$ cat src/sv/ccdf_pkg.sv
package ccdf_pkg;

   localparam int FIELD_W   = 16;
   // restoring division steps done between two pipeline registers
   localparam int DIV_STEPS = 4;

   localparam logic ACTION_MAP    = 1'b0;
   localparam logic ACTION_INVERT = 1'b1;

   localparam logic [1:0] CSR_LEVEL_LO = 2'd0;
   localparam logic [1:0] CSR_LEVEL_HI = 2'd1;
   localparam logic [1:0] CSR_FRAC_LO  = 2'd2;
   localparam logic [1:0] CSR_FRAC_HI  = 2'd3;

   typedef struct packed {
      logic                action;
      logic [FIELD_W-1:0]  sample_intensity;
      logic [FIELD_W-1:0]  target_fraction;
   } req_type;

   typedef struct packed {
      logic [FIELD_W-1:0]  mapped_fraction;
      logic [FIELD_W-1:0]  mapped_intensity;
      logic                clamped;
   } rsp_type;

   typedef struct packed {
      logic [FIELD_W-1:0]  level_lo;
      logic [FIELD_W-1:0]  level_hi;
      logic [FIELD_W-1:0]  frac_lo;
      logic [FIELD_W-1:0]  frac_hi;
   } cfg_type;

   // item state carried down the bisection chain
   typedef struct packed {
      logic                action;
      logic                clamped;
      logic                eval;    // evaluate the curve at lo once
      logic [FIELD_W-1:0]  lo;
      logic [FIELD_W-1:0]  hi;
      logic [FIELD_W-1:0]  mid;
      logic [FIELD_W-1:0]  y;
   } tag_type;

endpackage

$ cat src/sv/ccdf_curve.sv
module ccdf_curve #(
   parameter int FRACTION_BITS = 16
) (
   input  logic              clock,
   input  logic              reset,
   input  ccdf_pkg::cfg_type cfg,
   input  logic              valid_i,
   input  logic [15:0]       x_i,
   input  ccdf_pkg::tag_type tag_i,
   output logic              valid_o,
   output logic [15:0]       f_o,
   output ccdf_pkg::tag_type tag_o
);
   import ccdf_pkg::*;

   localparam int QW = FRACTION_BITS + 1;
   localparam int DS = (QW + DIV_STEPS - 1) / DIV_STEPS;
   localparam int NS = DS + 5;
   localparam logic [QW-1:0] ONE       = QW'(1) << FRACTION_BITS;
   localparam logic [QW:0]   THREE_ONE = (QW+1)'(3) << FRACTION_BITS;

   logic    valid_ff [NS];
   tag_type tag_ff   [NS];

   logic [FIELD_W-1:0] span;
   logic [FIELD_W-1:0] m;
   logic [FIELD_W:0]   rem_ff [DS+1];
   logic [QW-1:0]      quo_ff [DS+1];
   logic [FIELD_W:0]   rem_in [DS];
   logic [QW-1:0]      quo_in [DS];
   logic               m0_ff;

   logic [2*QW-1:0]    tt;
   logic [QW-1:0]      t2_ff;
   logic [QW:0]        w_ff;
   logic [2*QW:0]      p;
   logic [QW+1:0]      s_raw;
   logic [QW-1:0]      s_ff;
   logic               rise;
   logic [FIELD_W-1:0] dabs;
   logic [FIELD_W+QW-1:0] dm;
   logic [FIELD_W-1:0] mag_ff;
   logic [FIELD_W-1:0] f_ff;

   assign span = cfg.level_hi - cfg.level_lo;
   assign m    = x_i - cfg.level_lo;

   always_ff @(posedge clock) begin
      if (reset) begin
         for (int i = 0; i < NS; i++) valid_ff[i] <= 1'b0;
      end else begin
         valid_ff[0] <= valid_i;
         for (int i = 1; i < NS; i++) valid_ff[i] <= valid_ff[i-1];
      end
   end

   always_ff @(posedge clock) begin
      tag_ff[0] <= tag_i;
      for (int i = 1; i < NS; i++) tag_ff[i] <= tag_ff[i-1];
   end

   // the first bits of (m << F) never reach span, so start at m / 2
   always_ff @(posedge clock) begin
      rem_ff[0] <= (FIELD_W+1)'(m[FIELD_W-1:1]);
      m0_ff     <= m[0];
      quo_ff[0] <= '0;
   end

   for (genvar gi = 0; gi < DS; gi++) begin : g_div
      always_comb begin
         logic [FIELD_W:0] r;
         logic [QW-1:0]    q;
         int               k;
         r = rem_ff[gi];
         q = quo_ff[gi];
         for (int j = 0; j < DIV_STEPS; j++) begin
            k = gi * DIV_STEPS + j;
            if (k < QW) begin
               r = {r[FIELD_W-1:0], (k == 0) ? m0_ff : 1'b0};
               if (r >= {1'b0, span}) begin
                  r = r - {1'b0, span};
                  q = {q[QW-2:0], 1'b1};
               end else begin
                  q = {q[QW-2:0], 1'b0};
               end
            end
         end
         rem_in[gi] = r;
         quo_in[gi] = q;
      end

      always_ff @(posedge clock) begin
         rem_ff[gi+1] <= rem_in[gi];
         quo_ff[gi+1] <= quo_in[gi];
      end
   end

   assign tt = quo_ff[DS] * quo_ff[DS];

   always_ff @(posedge clock) begin
      t2_ff <= tt[FRACTION_BITS +: QW];
      w_ff  <= THREE_ONE - {quo_ff[DS], 1'b0};
   end

   assign p     = t2_ff * w_ff;
   assign s_raw = p[FRACTION_BITS +: QW+2];

   always_ff @(posedge clock) begin
      s_ff <= (s_raw > (QW+2)'(ONE)) ? ONE : s_raw[QW-1:0];
   end

   assign rise = cfg.frac_hi >= cfg.frac_lo;
   assign dabs = rise ? (cfg.frac_hi - cfg.frac_lo)
                      : (cfg.frac_lo - cfg.frac_hi);
   assign dm   = dabs * s_ff;

   always_ff @(posedge clock) begin
      mag_ff <= dm[FRACTION_BITS +: FIELD_W];
   end

   always_ff @(posedge clock) begin
      f_ff <= rise ? (cfg.frac_lo + mag_ff) : (cfg.frac_lo - mag_ff);
   end

   assign valid_o = valid_ff[NS-1];
   assign tag_o   = tag_ff[NS-1];
   assign f_o     = f_ff;

endmodule

$ cat src/sv/ccdf_step.sv
module ccdf_step #(
   parameter int FRACTION_BITS = 16
) (
   input  logic              clock,
   input  logic              reset,
   input  ccdf_pkg::cfg_type cfg,
   input  logic              valid_i,
   input  ccdf_pkg::tag_type tag_i,
   output logic              valid_o,
   output ccdf_pkg::tag_type tag_o
);
   import ccdf_pkg::*;

   logic [FIELD_W:0]   gap;
   logic [FIELD_W-1:0] mid;
   logic [FIELD_W-1:0] x;
   tag_type            ctag_in;
   logic               cvalid;
   logic [FIELD_W-1:0] cf;
   tag_type            ctag;
   tag_type            tag_in;
   logic               valid_ff;
   tag_type            tag_ff;

   assign gap = {1'b0, tag_i.hi} - {1'b0, tag_i.lo} + (FIELD_W+1)'(1);
   assign mid = tag_i.lo + gap[FIELD_W:1];
   assign x   = tag_i.eval ? tag_i.lo : mid;

   always_comb begin
      ctag_in     = tag_i;
      ctag_in.mid = mid;
   end

   ccdf_curve #(
      .FRACTION_BITS (FRACTION_BITS)
   ) u_curve (
      .clock   (clock),
      .reset   (reset),
      .cfg     (cfg),
      .valid_i (valid_i),
      .x_i     (x),
      .tag_i   (ctag_in),
      .valid_o (cvalid),
      .f_o     (cf),
      .tag_o   (ctag)
   );

   always_comb begin
      tag_in = ctag;
      if (ctag.eval) begin
         tag_in.lo   = cf;
         tag_in.hi   = cf;
         tag_in.eval = 1'b0;
      end else if (ctag.lo < ctag.hi) begin
         if (cf <= ctag.y) begin
            tag_in.lo = ctag.mid;
         end else begin
            tag_in.hi = ctag.mid - 16'd1;
         end
      end
   end

   always_ff @(posedge clock) begin
      if (reset) begin
         valid_ff <= 1'b0;
      end else begin
         valid_ff <= cvalid;
      end
   end

   always_ff @(posedge clock) begin
      tag_ff <= tag_in;
   end

   assign valid_o = valid_ff;
   assign tag_o   = tag_ff;

endmodule

$ cat config.mk
export PLATFORM = sky130hd
export DESIGN_NAME = ccdf_step
export DESIGN_NICKNAME = d
export VERILOG_FILES = /design/src/sv/ccdf_pkg.sv /design/src/sv/ccdf_curve.sv /design/src/sv/ccdf_step.sv
export SDC_FILE = /design/constraint.sdc
export NUM_CORES = 2
export LEC_CHECK = 0
export BUFFER_PORTS_ARGS = -buffer_cell sky130_fd_sc_hd__buf_2
export CORE_ASPECT_RATIO = 0.75
export CORE_UTILIZATION = 50
export DETAILED_ROUTE_END_ITERATION = 8
export HOLD_SLACK_MARGIN = 0.05
export PLACE_DENSITY = 0.66
export SYNTH_ARGS = -nofsm -noshare
export SYNTH_HDL_FRONTEND = slang
export SYNTH_SLANG_ARGS = --single-unit
export TNS_END_PERCENT = 30
$ cat constraint.sdc
create_clock -name clock -period 18.3 [get_ports clock]
set_clock_uncertainty 0.1 [all_clocks]
set_input_delay 0.915 -clock clock [delete_from_list [all_inputs] [get_ports clock]]
set_output_delay 0.915 -clock clock [all_outputs]
set_load 0.02 [all_outputs]
==> impl_metrics.json <==
{
  "maxSlewViolCount": 0,
  "netlist.area_leader.share": 0.290,
  "ys_seq_area_frac": 0.290,
  "fin_crit_ns": 15.60,
  "drive_gt1_frac": 0.0845,
  "initial_utilization": 0.506,
  "via_count": 47900,
  "fin_cells": 8931,
  "path_common_cell": "a21oi_1",
  "syn-cell-area_sq_um": 66700,
  "cts_hold_buf": 0,
  "place_congestion": 0.906,
  "synth.area.top_cells": "dfxtp_1 (29%), fa_1 (19%), ha_1 (13%), inv_1 (5.8%), nand2_1 (3.6%)",
  "ys_ff_latch": 967,
  "io_buffers": 184,
  "fp.coreArea_sq_um": 132000,
  "cp.required_ns": 18.77,
  "worst_path_dominant_cell_family": "compound AO/OA/AOI/OAI gates",
  "status": "finished with violations",
  "dpl.hpwl_microns": 121000,
  "hold_path.class": "reg2reg",
  "grt_pass1_vias": 48000,
  "tns_ns": 0,
  "grt_max_degree": 48,
  "cap_violations": 0,
  "startpoint_type": "input port",
  "postSynthAreaPerCell_sq_um": 9.59,
  "die_x_microns": 424,
  "antenna_found_initial": 2,
  "synth_top_flop_cell": "dfxtp_1",
  "clock_sinks": 967,
  "routedWlPerCell_microns": 17.5,
  "synth.most_common_cell": "inv_1",
  "syn_inst": 6958,
  "cts-root-buf": "clkbuf_16",
  "fmax_ghz": 0.0641,
  "synth-async-reset-ratio": 0,
  "cp_max_fo": 22,
  "htreeDepth": 3,
  "maxSlewHeadroom": 0.142,
  "cp.arrival_ns": 16.07,
  "ys.warnings.count": 0,
  "reg2reg_slack_ns": 5.12,
  "clk_path_buf_depth": 3,
  "grt_remaining_overflow": 0,
  "drt_wl_total_microns": 156000,
  "synth_edf_count": 0,
  "grt_pass1_wl_microns": 255000,
  "cpPeakStageDelay_ns": 0.67,
  "cts_setup_buffers": 0,
  "criticalPathCategory": "in2reg",
  "track_usage": 0.234,
  "ant_nets": 0,
  "yosys-top-cells-count": "inv_1 (1038), dfxtp_1 (967), ha_1 (711), nand2_1 (638), fa_1 (630)",
  "rows": 115,
  "die_h_microns": 318,
  "rsz0062_at_grt": "false",
  "crit_buf_inv": 10,
  "synth_fp_nets": 8433,
  "finalCritPeriodShare": 0.853,
  "cp_slowest_cell": "and2_1",
  "clk_pin_slew_ns": 0.06,
  "dieArea_sq_um": 135000,
  "clk_latency_ns": 0.70,
  "drt-pass1-iter-count": 9,
  "finalNetCount": 8579,
  "ys_types": 109,
  "critPathCaptureType": "register",
  "io_pins": 202,
  "drc": 6,
  "cts_tree": "built",
  "drtIter0Drc": 3332,
  "area_delta_synth_final_pct": 9.07,
  "cts_inserted_buffers": 85,
  "violations": "design-rule violations",
  "worst_pin_slew_ns": 1.25,
  "fin_util": 0.552,
  "cts_resized": 0,
  "synth_top_area_cell": "dfxtp_1",
  "finalHoldViolations": 0,
  "viasPerCell": 5.37,
  "place_inst": 8772,
  "setup_viol": 0
}
-- metal layers --
metal / part of all wire / wire length (microns) / GRT usage
met4: 0.017 / 2670 / 0.0464
met1: 0.49 / 76700 / 0.354
met2: 0.43 / 67400 / 0.356
met3: 0.062 / 9710 / 0.0308
met5: 0 / 0 / 0
-- stage by stage --
step	setup slack (ns)	hold WS, ns	area [sq um]
after floorplan	4.19	0.210	66700
after global placement	2.40	0.209	69700
after detailed placement	2.30	0.212	69700
after CTS	3.00	0.171	72700
after global routing	1.64	0.169	72700
final	2.70	0.182	72800
-- kinds of logic after synthesis --
family          Yosys count  share of synthesized area
compound gates         1208                      0.121
xor+xnor                366                     0.0481
fa+ha+maj              1351                      0.324
buf+inv                1241                     0.0707
flops                   967                      0.290
mux                     140                     0.0242
other cells               1                  0.0000562
simple gates           1684                      0.122
-- registers in the layout, indices dropped and copies added (netlist names) --
signal	flops
tag_o	66
u_curve.f_o	16
u_curve.m0_ff	1
u_curve.mag_ff	16
u_curve.quo_ff	57
u_curve.rem_ff	79
u_curve.s_ff	17
u_curve.t2_ff	17
u_curve.tag_ff	670
u_curve.valid_ff	10
u_curve.w_ff	17
valid_o	1
-- final timing paths --
check / cells past startpoint / start / endpoint
worst max-delay path: 60 / cfg[49] / u_curve.rem_ff[3][9]$_DFF_P_
worst min register to register: 0 / u_curve.tag_ff[4][59]$_DFF_P_ / u_curve.tag_ff[5][59]$_DFF_P_
worst min-delay path: 0 / u_curve.tag_ff[4][59]$_DFF_P_ / u_curve.tag_ff[5][59]$_DFF_P_
worst max register to register: 45 / u_curve.rem_ff[1][0]$_SDFF_PN0_ / u_curve.rem_ff[2][10]$_DFF_P_
-- final cells by class --
| cell class | count | area, sq um |
|---|---|---|
| Sequential cell | 967 | 19400 |
| Antenna cell | 3 | 7.51 |
| Inverter | 1046 | 3930 |
| Fill cell | 11800 | 59000 |
| Multi-Input combinational cell | 4750 | 42800 |
| Clock buffer | 112 | 2380 |
| Timing Repair Buffer | 254 | 1450 |
| Clock inverter | 44 | 661 |
| Tap cell | 1755 | 2200 |
-- cell usage in the layout (no fill, tap or decap), types with 13 or more instances in the layout --
cell	n
nand4_1	62
clkbuf_16	85
mux2_2	88
ha_1	710
fa_1	630
buf_2	184
nor2b_1	55
a21o_1	136
nor3_1	80
and2_1	267
dfxtp_1	967
o21ai_0	192
clkbuf_8	15
o21a_1	66
mux2i_1	26
a211o_1	16
nand3_1	80
buf_4	70
inv_1	1038
xnor2_1	258
nand2b_1	45
nand2_1	638
a31oi_1	44
a31o_2	15
a211oi_1	32
nor2_1	298
a21oi_1	343
or2_2	17
nor4_1	34
and3_1	24
xor2_1	92
a2111oi_0	13
o21bai_1	83
or3_1	31
mux2_4	18
o211ai_1	31
o31ai_1	66
Power is not shown: default switching activity piles up to over one toggle a cycle in this logic, so the estimate is an artifact.
